`src/rtl/pal_pkg.sv`:
```
// ----------------------------------------------------------------------------
// pal_pkg: shared types and codes for the positional array list
// Request kinds, status codes, default sizes and the structs that pass
// between the top level and the sequencer.
// ----------------------------------------------------------------------------
package pal_pkg;

    // fixed field widths of the request and result beats
    localparam int KIND_W  = 2;
    localparam int POS_W   = 8;
    localparam int VAL_W   = 32;
    localparam int STAT_W  = 2;
    localparam int CNT_W   = 7;
    localparam int MAX_DW  = 64;
    localparam int FILL_XW = 8;

    // default sizes
    localparam int DEF_CAPACITY   = 64;
    localparam int DEF_DATA_WIDTH = 32;

    // request kinds
    localparam logic [KIND_W-1:0] KIND_GET    = 2'd0;
    localparam logic [KIND_W-1:0] KIND_INSERT = 2'd1;
    localparam logic [KIND_W-1:0] KIND_POP    = 2'd2;
    localparam logic [KIND_W-1:0] KIND_CLEAR  = 2'd3;

    // result status codes
    localparam logic [STAT_W-1:0] ST_OK     = 2'd0;
    localparam logic [STAT_W-1:0] ST_BADPOS = 2'd1;
    localparam logic [STAT_W-1:0] ST_FULL   = 2'd2;

    // captured request
    typedef struct packed {
        logic [KIND_W-1:0] kind;
        logic [POS_W-1:0]  pos;
        logic [MAX_DW-1:0] value;
    } t_req;

    // sequencer status and result beat
    typedef struct packed {
        logic               busy;
        logic               done;
        logic [STAT_W-1:0]  status;
        logic [VAL_W-1:0]   value;
        logic [FILL_XW-1:0] fill;
    } t_rsp;

endpackage

```
`src/rtl/positional_array_list.sv`:
```
// ----------------------------------------------------------------------------
// positional_array_list: fixed-capacity ordered list with 1-based positions
// Get, insert, pop and clear requests; one result beat per request.
// ----------------------------------------------------------------------------
// error, clear and append results come from the check state, get reads the
//   entry ram first, insert and pop at p shift the entries from p to the end,
//   one entry move per cycle through the entry ram port pair
// busy after accept until the result strobe; the next request may be accepted
//   in the strobe cycle; the receiver cannot stall results
// reset (synchronous, active low) empties the list; entry ram is not cleared
module positional_array_list #(
    parameter int CAPACITY   = pal_pkg::DEF_CAPACITY,
    parameter int DATA_WIDTH = pal_pkg::DEF_DATA_WIDTH
) (
    input  logic                       i_clk,
    input  logic                       i_rst_n,
    input  logic                       start,
    output logic                       busy,
    input  logic [pal_pkg::KIND_W-1:0] i_kind,
    input  logic [pal_pkg::POS_W-1:0]  i_position,
    input  logic [pal_pkg::VAL_W-1:0]  i_value_in,
    output logic                       o_done,
    output logic [pal_pkg::STAT_W-1:0] o_status,
    output logic [pal_pkg::VAL_W-1:0]  o_value_out,
    output logic [pal_pkg::CNT_W-1:0]  o_count
);
    import pal_pkg::*;

    t_req r_req;
    t_rsp rsp;
    logic accept;

    assign accept = start && !rsp.busy;

    // request capture
    always_ff @(posedge i_clk) begin
        if (accept) begin
            r_req.kind  <= i_kind;
            r_req.pos   <= i_position;
            r_req.value <= MAX_DW'(i_value_in);
        end
    end

    // sequencer with entry store
    pal_seq #(
        .CAPACITY   (CAPACITY),
        .DATA_WIDTH (DATA_WIDTH)
    ) u_seq (
        .i_clk    (i_clk),
        .i_rst_n  (i_rst_n),
        .i_accept (accept),
        .i_req    (r_req),
        .o_rsp    (rsp)
    );

    // result ports
    assign busy        = rsp.busy;
    assign o_done      = rsp.done;
    assign o_status    = rsp.status;
    assign o_value_out = rsp.value;
    assign o_count     = rsp.fill[CNT_W-1:0];

    // checks
    a_accept_busy: assert property (@(posedge i_clk) disable iff (!i_rst_n)
        accept |=> rsp.busy)
        else $error("busy not raised after accepted request");

    a_done_single: assert property (@(posedge i_clk) disable iff (!i_rst_n)
        rsp.done |=> !rsp.done)
        else $error("result strobe longer than one beat");

    a_done_idle: assert property (@(posedge i_clk) disable iff (!i_rst_n)
        rsp.done |-> !rsp.busy)
        else $error("result strobe while sequencer still busy");

    a_fill_cap: assert property (@(posedge i_clk) disable iff (!i_rst_n)
        rsp.fill <= FILL_XW'(CAPACITY))
        else $error("fill count beyond capacity");

    a_full_status: assert property (@(posedge i_clk) disable iff (!i_rst_n)
        (rsp.done && rsp.status == ST_FULL) |-> (rsp.fill == FILL_XW'(CAPACITY)))
        else $error("full status reported below capacity");

endmodule

```
`src/rtl/pal_ram.sv`:
```
// ----------------------------------------------------------------------------
// pal_ram: generic single-clock ram
// One write port and one read port, read data registered.
// ----------------------------------------------------------------------------
module pal_ram #(
    parameter int WIDTH = 32,
    parameter int DEPTH = 64
) (
    input  logic                     i_clk,
    input  logic                     i_we,
    input  logic [$clog2(DEPTH)-1:0] i_waddr,
    input  logic [WIDTH-1:0]         i_wdata,
    input  logic                     i_re,
    input  logic [$clog2(DEPTH)-1:0] i_raddr,
    output logic [WIDTH-1:0]         o_rdata
);

    logic [WIDTH-1:0] r_mem [DEPTH];
    logic [WIDTH-1:0] r_rdata;

    // write port
    always_ff @(posedge i_clk) begin
        if (i_we) begin
            r_mem[i_waddr] <= i_wdata;
        end
    end

    // registered read port
    always_ff @(posedge i_clk) begin
        if (i_re) begin
            r_rdata <= r_mem[i_raddr];
        end
    end

    assign o_rdata = r_rdata;

endmodule

```
`src/rtl/pal_seq.sv`:
```
// ----------------------------------------------------------------------------
// pal_seq: list sequencer
// Checks get, insert and pop requests against the fill count and walks
// the shift moves through the single ram port pair, one entry moved per
// cycle, with one shared address stepper.
// ----------------------------------------------------------------------------
module pal_seq #(
    parameter int CAPACITY   = 64,
    parameter int DATA_WIDTH = 32
) (
    input  logic          i_clk,
    input  logic          i_rst_n,
    input  logic          i_accept,
    input  pal_pkg::t_req i_req,
    output pal_pkg::t_rsp o_rsp
);
    import pal_pkg::*;

    localparam int AW = $clog2(CAPACITY);
    localparam int FW = $clog2(CAPACITY + 1);

    localparam logic [2:0] S_IDLE = 3'd0;
    localparam logic [2:0] S_CHK  = 3'd1;
    localparam logic [2:0] S_GETD = 3'd2;
    localparam logic [2:0] S_INS  = 3'd3;
    localparam logic [2:0] S_INSV = 3'd4;
    localparam logic [2:0] S_POPV = 3'd5;
    localparam logic [2:0] S_POP  = 3'd6;

    logic [2:0]            r_state, n_state;
    logic [FW-1:0]         r_fill, n_fill;
    logic [AW-1:0]         r_rad, n_rad;
    logic [AW-1:0]         r_wad, n_wad;
    logic [DATA_WIDTH-1:0] r_hold, n_hold;
    logic                  r_done, n_done;
    logic [STAT_W-1:0]     r_status, n_status;
    logic [VAL_W-1:0]      r_value, n_value;

    logic                  ram_we;
    logic [AW-1:0]         ram_waddr;
    logic [DATA_WIDTH-1:0] ram_wdata;
    logic                  ram_re;
    logic [AW-1:0]         ram_raddr;
    logic [DATA_WIDTH-1:0] ram_rdata;

    logic [POS_W:0]        pos_x;
    logic [POS_W:0]        fill_x;
    logic                  pos_nz;
    logic                  in_list;
    logic                  ins_ok;
    logic                  is_full;
    logic                  is_append;
    logic [AW-1:0]         pos_a;
    logic [AW-1:0]         last_a;
    logic [AW-1:0]         rad_step;
    logic [DATA_WIDTH-1:0] req_data;
    logic [MAX_DW-1:0]     rd_ext;
    logic [MAX_DW-1:0]     hold_ext;

    // entry store
    pal_ram #(
        .WIDTH (DATA_WIDTH),
        .DEPTH (CAPACITY)
    ) u_ram (
        .i_clk   (i_clk),
        .i_we    (ram_we),
        .i_waddr (ram_waddr),
        .i_wdata (ram_wdata),
        .i_re    (ram_re),
        .i_raddr (ram_raddr),
        .o_rdata (ram_rdata)
    );

    // range checks against the fill count
    assign pos_x     = (POS_W+1)'(i_req.pos);
    assign fill_x    = (POS_W+1)'(r_fill);
    assign pos_nz    = (i_req.pos != '0);
    assign in_list   = pos_nz && (pos_x <= fill_x);
    assign ins_ok    = pos_nz && (pos_x <= fill_x + (POS_W+1)'(1));
    assign is_full   = (r_fill == FW'(CAPACITY));
    assign is_append = (pos_x == fill_x + (POS_W+1)'(1));
    assign pos_a     = AW'(i_req.pos - POS_W'(1));
    assign last_a    = AW'(r_fill - FW'(1));
    assign req_data  = i_req.value[DATA_WIDTH-1:0];

    // shared address stepper: down while inserting, up while popping
    assign rad_step = r_rad + ((r_state == S_INS) ? {AW{1'b1}} : AW'(1));

    // read data widened to the result field
    assign rd_ext   = MAX_DW'(ram_rdata);
    assign hold_ext = MAX_DW'(r_hold);

    // sequencer
    always_comb begin
        n_state   = r_state;
        n_fill    = r_fill;
        n_rad     = r_rad;
        n_wad     = r_wad;
        n_hold    = r_hold;
        n_done    = 1'b0;
        n_status  = r_status;
        n_value   = r_value;
        ram_we    = 1'b0;
        ram_waddr = r_wad;
        ram_wdata = ram_rdata;
        ram_re    = 1'b0;
        ram_raddr = rad_step;

        unique case (r_state)
            S_IDLE: begin
                if (i_accept) begin
                    n_state = S_CHK;
                end
            end
            S_CHK: begin
                unique case (i_req.kind)
                    KIND_GET: begin
                        if (in_list) begin
                            ram_re    = 1'b1;
                            ram_raddr = pos_a;
                            n_state   = S_GETD;
                        end else begin
                            n_done   = 1'b1;
                            n_status = ST_BADPOS;
                            n_value  = '0;
                            n_state  = S_IDLE;
                        end
                    end
                    KIND_INSERT: begin
                        if (is_full) begin
                            n_done   = 1'b1;
                            n_status = ST_FULL;
                            n_value  = '0;
                            n_state  = S_IDLE;
                        end else if (!ins_ok) begin
                            n_done   = 1'b1;
                            n_status = ST_BADPOS;
                            n_value  = '0;
                            n_state  = S_IDLE;
                        end else if (is_append) begin
                            ram_we    = 1'b1;
                            ram_waddr = pos_a;
                            ram_wdata = req_data;
                            n_fill    = r_fill + FW'(1);
                            n_done    = 1'b1;
                            n_status  = ST_OK;
                            n_value   = '0;
                            n_state   = S_IDLE;
                        end else begin
                            ram_re    = 1'b1;
                            ram_raddr = last_a;
                            n_rad     = last_a;
                            n_wad     = AW'(r_fill);
                            n_state   = S_INS;
                        end
                    end
                    KIND_POP: begin
                        if (in_list) begin
                            ram_re    = 1'b1;
                            ram_raddr = pos_a;
                            n_rad     = pos_a;
                            n_state   = S_POPV;
                        end else begin
                            n_done   = 1'b1;
                            n_status = ST_BADPOS;
                            n_value  = '0;
                            n_state  = S_IDLE;
                        end
                    end
                    default: begin
                        n_fill   = '0;
                        n_done   = 1'b1;
                        n_status = ST_OK;
                        n_value  = '0;
                        n_state  = S_IDLE;
                    end
                endcase
            end
            S_GETD: begin
                n_done   = 1'b1;
                n_status = ST_OK;
                n_value  = rd_ext[VAL_W-1:0];
                n_state  = S_IDLE;
            end
            S_INS: begin
                // move one entry up, fetch the next lower one
                ram_we = 1'b1;
                if (r_rad == pos_a) begin
                    n_state = S_INSV;
                end else begin
                    ram_re = 1'b1;
                    n_rad  = rad_step;
                    n_wad  = r_rad;
                end
            end
            S_INSV: begin
                ram_we    = 1'b1;
                ram_waddr = pos_a;
                ram_wdata = req_data;
                n_fill    = r_fill + FW'(1);
                n_done    = 1'b1;
                n_status  = ST_OK;
                n_value   = '0;
                n_state   = S_IDLE;
            end
            S_POPV: begin
                n_hold = ram_rdata;
                if (pos_x == fill_x) begin
                    n_fill   = r_fill - FW'(1);
                    n_done   = 1'b1;
                    n_status = ST_OK;
                    n_value  = rd_ext[VAL_W-1:0];
                    n_state  = S_IDLE;
                end else begin
                    ram_re  = 1'b1;
                    n_rad   = rad_step;
                    n_wad   = r_rad;
                    n_state = S_POP;
                end
            end
            S_POP: begin
                // move one entry down, fetch the next higher one
                ram_we = 1'b1;
                if (r_rad == last_a) begin
                    n_fill   = r_fill - FW'(1);
                    n_done   = 1'b1;
                    n_status = ST_OK;
                    n_value  = hold_ext[VAL_W-1:0];
                    n_state  = S_IDLE;
                end else begin
                    ram_re = 1'b1;
                    n_rad  = rad_step;
                    n_wad  = r_rad;
                end
            end
            default: begin
                n_state = S_IDLE;
            end
        endcase
    end

    // control registers
    always_ff @(posedge i_clk) begin
        if (!i_rst_n) begin
            r_state <= S_IDLE;
            r_fill  <= '0;
            r_done  <= 1'b0;
        end else begin
            r_state <= n_state;
            r_fill  <= n_fill;
            r_done  <= n_done;
        end
    end

    // payload registers
    always_ff @(posedge i_clk) begin
        r_rad    <= n_rad;
        r_wad    <= n_wad;
        r_hold   <= n_hold;
        r_status <= n_status;
        r_value  <= n_value;
    end

    assign o_rsp.busy   = (r_state != S_IDLE);
    assign o_rsp.done   = r_done;
    assign o_rsp.status = r_status;
    assign o_rsp.value  = r_value;
    assign o_rsp.fill   = FILL_XW'(r_fill);

endmodule

```
`config.mk`:
```
export PLATFORM = sky130hd
export DESIGN_NAME = positional_array_list
export DESIGN_NICKNAME = d
export VERILOG_FILES = /design/src/rtl/pal_pkg.sv /design/src/rtl/positional_array_list.sv /design/src/rtl/pal_ram.sv /design/src/rtl/pal_seq.sv
export SDC_FILE = /design/constraint.sdc
export NUM_CORES = 2
export LEC_CHECK = 0
export BUFFER_PORTS_ARGS = -buffer_cell sky130_fd_sc_hd__buf_2
export CAP_MARGIN = 20
export CORE_MARGIN = 1.5
export CORE_UTILIZATION = 30
export CTS_CLUSTER_SIZE = 14
export DETAILED_ROUTE_END_ITERATION = 8
export PLACE_DENSITY = 0.52
export SKIP_LAST_GASP = 1
export SLEW_MARGIN = 25
export SYNTH_ARGS = -nofsm -noshare
export SYNTH_HDL_FRONTEND = slang
export SYNTH_SLANG_ARGS = --single-unit
```
`constraint.sdc`:
```
create_clock -name i_clk -period 12.55 [get_ports i_clk]
set_input_delay 1.255 -clock i_clk [delete_from_list [all_inputs] [get_ports i_clk]]
set_output_delay 1.255 -clock i_clk [all_outputs]
set_load 0.03 [all_outputs]
```
Yosys cells after proc, flatten, opt, wreduce, memory -nomap -nowiden
Memories as Yosys holds them, arrays and structs flattened. A register that Yosys moved wholly into a read port is not among the register bits.
Index checks and enable logic that the tools add are counted.
- flip-flop bits (word level): 131
- memory bits (writable): 2048
- input port bits: 45
- output and inout bits: 43
- logic and storage cells: 164
- memories: 1
- memory list (name ; depth ; width ; rd ports ; clocked after memory_dff ; write ports ; line ; text):
    u_seq.u_ram.r_mem ; 64 ; 32 ; 1 ; 1 ; 1 ; pal_ram.sv:18 ; logic [WIDTH-1:0] r_mem [DEPTH];
- $add $sub $neg: 5
- magnitude comparators: 2
- equal/unequal tests: 33
- muxes and demuxes: 91
- reduce and logical (&&, ||, !) cells: 21
- operators with widths (kind ; number):
    32-bit 2-to-1 mux ; 10
    32-bit case mux with 5 select lines ; 1
    6-bit 2-to-1 mux ; 24
    32-bit case mux with 2 select lines ; 2
    6-bit case mux with 4 select lines ; 2
    6-bit case mux with 2 select lines ; 3
    7-bit 2-to-1 mux ; 5
    7-bit case mux with 4 select lines ; 1
    3-bit 2-to-1 mux ; 7
    1-bit 2-to-1 mux ; 18
    2-bit inequality test (second input constant) ; 9
    2-bit 2-to-1 mux ; 8
    3-bit case mux with 5 select lines ; 1
    7-bit case mux with 2 select lines ; 1
    6-bit equality test ; 2
    3-bit by 2-bit inequality test with 1-bit output (second input constant) ; 4
    4-bit nonzero test ; 3
    5-bit AND reduction ; 2
    3-bit equality test (second input constant) ; 3
    3-bit inequality test (second input constant) ; 3
    3-bit case mux with 3 select lines ; 1
    9-bit AND reduction ; 1
    7-bit by 1-bit adder with 8-bit output (second input constant) ; 1
    8-bit by 7-bit equality test with 1-bit output ; 1
    30 further kinds ; 39

Longest topological paths before layout
- depth after elaboration: 9
- gate-level depth with buffers: 23
- gate-level depth less buffers: 15

By module
From an unflattened synthesis, not the netlist that was laid out.
- cell total of the unflattened synthesis: 4048
- area, all modules: 86072.6 um^2
- by module, submodules not included (module ; instances ; cells each ; area each (um^2) ; seq. area each (um^2)):
    pal_ram ; 1 ; 3511 ; 79359.9 ; 62459.9
    pal_seq ; 1 ; 493 ; 5434.0 ; 2562.5
    positional_array_list ; 1 ; 44 ; 1278.7 ; 1261.2

Worst setup path before layout
OpenSTA, ideal clock, no wires.
- kind: register to register
- start: reg u_seq.r_fill[0]
- end: mem u_seq.u_ram.r_mem[38][10], enable pin
- library setup time: 0.421 ns
- data arrival time: 5.119 ns
- data required time: 12.129 ns
- setup slack: 7.010 ns
- stages on the path, launching flop included: 17
- path buffers: 3
- period minus slack after synthesis: 5.540 ns
- cell sequence: dfxtp_1 > buf_6 > inv_1 > ha_1 > clkbuf_1 > inv_1 > ha_1 > nand2_1 > nor3_1 > o21ai_2 > nor3_1 > nand3_1 > a21oi_1 > clkbuf_1 > mux2i_1 > nand3_1 > nor2_1
- word-level cells in the longest chain between the ends: 9
- elaborated cells between the ends (all ways): 17
- those cells by class: add/sub (1); order compare (1); eq/ne (2); mux (12); reduce/logical (1)
- RTL lines (what ; line ; text):
    from (decl) ; pal_seq.sv:31 ; logic [FW-1:0] r_fill, n_fill;
    from (signal assigned) ; pal_seq.sv:250 ; r_fill <= n_fill;
    7-bit by 1-bit adder with 8-bit output ; pal_seq.sv:79, pal_seq.sv:81 ;
    8-bit <= comparator or 8-bit equality test (tied branches) ; pal_seq.sv:79, pal_seq.sv:81 ;
    1-bit logical AND or 1-bit 2-to-1 mux (tied branches) ; pal_seq.sv:79, pal_seq.sv:140 ;
    1-bit 2-to-1 mux ; pal_seq.sv:135 ; end else if (!ins_ok) begin
    1-bit 2-to-1 mux ; pal_seq.sv:130 ; if (is_full) begin
    1-bit 2-to-1 mux ; pal_seq.sv:116 ; unique case (i_req.kind)
    1-bit case mux with 2 select lines ; pal_seq.sv:109 ; unique case (r_state)
    1-bit 2-to-1 mux ; pal_ram.sv:23 ; if (i_we) begin
    1-bit 2-to-1 mux (implied by the code) ; pal_ram.sv:24 ; r_mem[i_waddr] <= i_wdata;
    to (decl) ; pal_ram.sv:18 ;
Parallel ways exist; a longest one is shown, timed or not.

Final worst setup path
- start: reg u_seq.r_fill[0]
- end: reg u_seq.u_ram.r_rdata[0] (netlist: u_seq.u_ram.o_rdata[0]), read port of u_seq.u_ram.r_mem, data pin
- word-level cells in the longest chain between the ends: 7
- elaborated cells between the ends (all ways): 24
- those cells by class: add/sub (2); order compare (2); eq/ne (4); mux (14); reduce/logical (2)
- RTL lines (what ; line ; text):
    7-bit by 1-bit adder with 8-bit output ; pal_seq.sv:79, pal_seq.sv:81 ;
    8-bit <= comparator or 8-bit equality test (tied branches) ; pal_seq.sv:79, pal_seq.sv:81 ;
    1-bit logical AND, or another cell as far along ; pal_seq.sv:79 ; assign ins_ok = pos_nz && (pos_x <= fill_x + (POS_W+1)'(1));
    1-bit 2-to-1 mux or 6-bit 2-to-1 mux (tied branches) ; pal_seq.sv:135 ;
    1-bit 2-to-1 mux or 6-bit 2-to-1 mux (tied branches) ; pal_seq.sv:130 ;
    1-bit case mux with 2 select lines or 6-bit case mux with 2 select lines (tied branches) ; pal_seq.sv:116 ;
    1-bit case mux with 4 select lines or 6-bit 2-to-1 mux (tied branches) ; pal_seq.sv:109 ;
    to (decl) ; pal_ram.sv:19 ; logic [WIDTH-1:0] r_rdata;
Parallel ways exist; a longest one is shown, timed or not.
A chain may end at the register's enable or synchronous reset.

==> results.yml <==
placed_design:
  dp.final_hpwl_um: 159000
  routabilityCongestion: 0.835
  port_buffers: 87
setup_path:
  required_ps: 13130
  crit_fanout: 72
  reg2reg_to: "u_seq.u_ram.o_rdata[0]"
  cp-end-kind: "flop"
  path_class: "flop to flop"
  reg2reg_depth: 18
  crit_path_start_kind: "flop"
  arrival_ps: 7650
  reg2reg_from: "u_seq.r_fill[0]"
  regToRegSetupSlack_ps: 5480
logic_synthesis:
  synth_edf_count: 2200
  synthArstFlopShare: 0
  synth.most_common_cell: "edfxtp_1"
  yosysSeqAreaShare: 0.756
  synthesis.area_um2: 87700
  syn_inst: 5521
  yosysUniqueCellTypes: 84
  synth.ff_latch_count: 2211
  synth_nets: 5590
  synth_area_leaders: "edfxtp_1 (75%), mux2i_1 (3.9%), nand2_1 (3.5%), mux4_2 (2.3%), a21oi_1 (1.9%)"
  synthesis.area_per_instance_um2: 15.9
  synth_top_area_frac: 0.754
  synth_top_area_cell: "edfxtp_1"
  yosys_warnings: 0
  synth_flop_cell: "edfxtp_1"
  synth_commonest_cells: "edfxtp_1 (2200), nand2_1 (826), a21oi_1 (339), mux2i_1 (338), nand3_1 (205)"
global_routing:
  grt_pass1_vias: 49800
  grt_overflow: 0
  met2_usage: 0.290
  grt_pass1_wl_um: 395000
  grt_util_met3: 0.0354
  antenna_found_initial: 26
  busiest_layer: "met2"
  use_met1: 0.270
  grt_max_degree: 142
  grtUsageTotal: 0.187
run:
  max_cap_violations: 0
route:
  num_vias: 52200
  drt_iter0_drc: 6615
  viasPerCell: 5.34
  drtPass1Iterations: 5
  drc: 0
  ant_nets: 0
  wirelength_um: 282000
  wl_per_cell_um: 28.8
die:
  io_pins: 88
  rows: 198
  die-area_um2: 295000
  die_h_um: 544
  core_um2: 291000
  start_util: 0.301
  die-width_um: 544
worst_hold_path:
  hp-start: "u_seq.r_hold[30]"
  hp-class: "flop to flop"
  hold_end: "u_seq.r_value[30]"
  hold_path_depth: 1
sta:
  fin_crit_sh: 0.563
  slew_viol_final: 0
  tns_ps: 0
  final_hold_viol_count: 0
  setup_viol: 0
  timing.fmax_mhz: 141
  relSlewSlack: 0.256
  skew_ps: 48.0
  tightest_slew_ps: 1110
  rsz0062_at_grt: "no"
  period_needed_ps: 7070
clock_network:
  h-tree-depth: 4
  holdBufCountCts: 0
  postCtsSetupRepairBufs: 0
  cts_resized: 0
  cts-root-buf: "clkbuf_16"
  ctsLongestPathBuffers: 3
  path_clk_slew_ps: 60
  cts_tree: "done"
  cts_buffers: 228
  clock_sink_count: 2211
  clk-insertion-delay-late_ps: 880
cells_and_area:
  drive_gt1_frac: 0.143
  fillers: 27700
  fin_nets: 5741
  synthToLayoutAreaGrowth_pct: 14.9
power_and_ir_drop:
  leakagePower_nw: 32.9
  netSwitchingPower_w: 0.00478
  power_density_nw_per_um2: 173
  p_seq_frac: 0.481
  sw_frac_of_total: 0.275
  p_int_w: 0.0126
  power.share.clock: 0.377
  finalPower_w: 0.0174
  pwr-share-comb: 0.142
  vdd.ir_drop.worst_v: 0.000154
run_status:
  outcome: "finished, final reports clean"
## per-stage QoR
step | hold WS [ps] | area, µm² | utilization | cells | setup slack, ps
after floorplan | 446 | 87700 | - | 5521 | 7010
after detailed placement | 517 | 93500 | 0.322 | 9341 | 5400
after global routing | 519 | 101000 | 0.346 | 9775 | 5000
after global placement | 522 | 93500 | 0.321 | 9341 | 5390
final | 534 | 101000 | 0.346 | 9778 | 5480
after CTS | 497 | 101000 | 0.346 | 9767 | 5390
## flip-flops by register name, indices dropped and copies added (netlist names), 2 cells and up
| name | cells |
|---|---|
| u_seq.u_ram.r_mem | 2048 |
| r_req | 42 |
| u_seq.r_hold | 32 |
| u_seq.r_value | 32 |
| u_seq.u_ram.o_rdata | 32 |
| u_seq.r_fill | 7 |
| u_seq.r_rad | 6 |
| u_seq.r_wad | 6 |
| u_seq.r_state | 3 |
| u_seq.r_status | 2 |
## metal layers
metal / share of wire / wire length, µm
met1: 0.44 / 123000
met2: 0.45 / 128000
met3: 0.089 / 25200
met4: 0.021 / 5920
met5: 0.00045 / 128
## worst max-delay path, cell delays in order, from the launching register on
cell and delay (ps):
dfxtp_1 680, inv_1 230, ha_1 520, inv_1 160
ha_1 330, nand2_1 60, nor3_1 170, o21ai_2 140
nand2_1 250, o31ai_1 190, a21oi_4 600, buf_12 340
buf_4 720, buf_4 870, mux2i_1 270, o211ai_1 120
o32a_1 520, o311ai_1 290, o22ai_1 180
## worst max-delay path by stage
stage                          from                        end  slack, ps  cells past startpoint
floorplan           u_seq.r_fill[0]  u_seq.u_ram.r_mem[38][10]       7010                     16
global placement    u_seq.r_fill[0]     u_seq.u_ram.o_rdata[0]       5390                     15
detailed placement  u_seq.r_fill[0]    u_seq.u_ram.o_rdata[15]       5400                     17
CTS                 u_seq.r_fill[0]    u_seq.u_ram.o_rdata[15]       5390                     17
global route        u_seq.r_fill[0]     u_seq.u_ram.o_rdata[0]       5000                     17
finish              u_seq.r_fill[0]     u_seq.u_ram.o_rdata[0]       5480                     18
## layout by cell type (no fill, tap or decap), drive strengths merged, types with 15 or more instances in the layout
master and count:
o2111ai 24, and3 87, nand2 828, or3 21, a211oi 120, ha 23, o211ai 53, bufinv 15
a22o 32, or4 31, a21oi 339, inv 36, a22oi 33, nor3 23, a31oi 44, mux2 72
a221o 24, o21ai 82, a41oi 21, o22ai 109, buf 260, edfxtp 2200, o32ai 24, xnor2 19
mux2i 338, nand3 205, mux4 91, clkbuf 291, clkinv 108, a211o 47, o31a 16, nor2 112
## kinds of logic after synthesis
logic type,after synthesis,share of synthesized area
adders and majority gates,24,0.00351
buffers and inverters,364,0.0192
muxes,501,0.0712
and+or+nand+nor,1349,0.0675
DFF,2211,0.756
AOI/OAI and AO/OA,1040,0.0792
xor gates and xnor gates,32,0.00320
## cell type report
cell class	instances	area, µm²	share of cell area
well taps	3900	4880	0.0484
inverters	25	93.8	0.000932
multi-input cells	2946	20400	0.203
flip-flops and latches	2211	66300	0.658
clock buffers	291	5990	0.0595
clock inverters	135	1170	0.0116
diodes	10	25.0	0.000248
repair buffers	260	1860	0.0185
## power by group through the flow
stage          logic [W]  registers (W)  clock network [W]
6_report         0.00248        0.00836            0.00657
5_1_grt          0.00259        0.00836            0.00694
2_1_floorplan    0.00134        0.00849                  0
3_5_place_dp     0.00244        0.00851                  0
3_3_place_gp     0.00243        0.00852                  0
4_1_cts          0.00245        0.00836            0.00666
No activity file was read; power rests on OpenSTA's default activity.
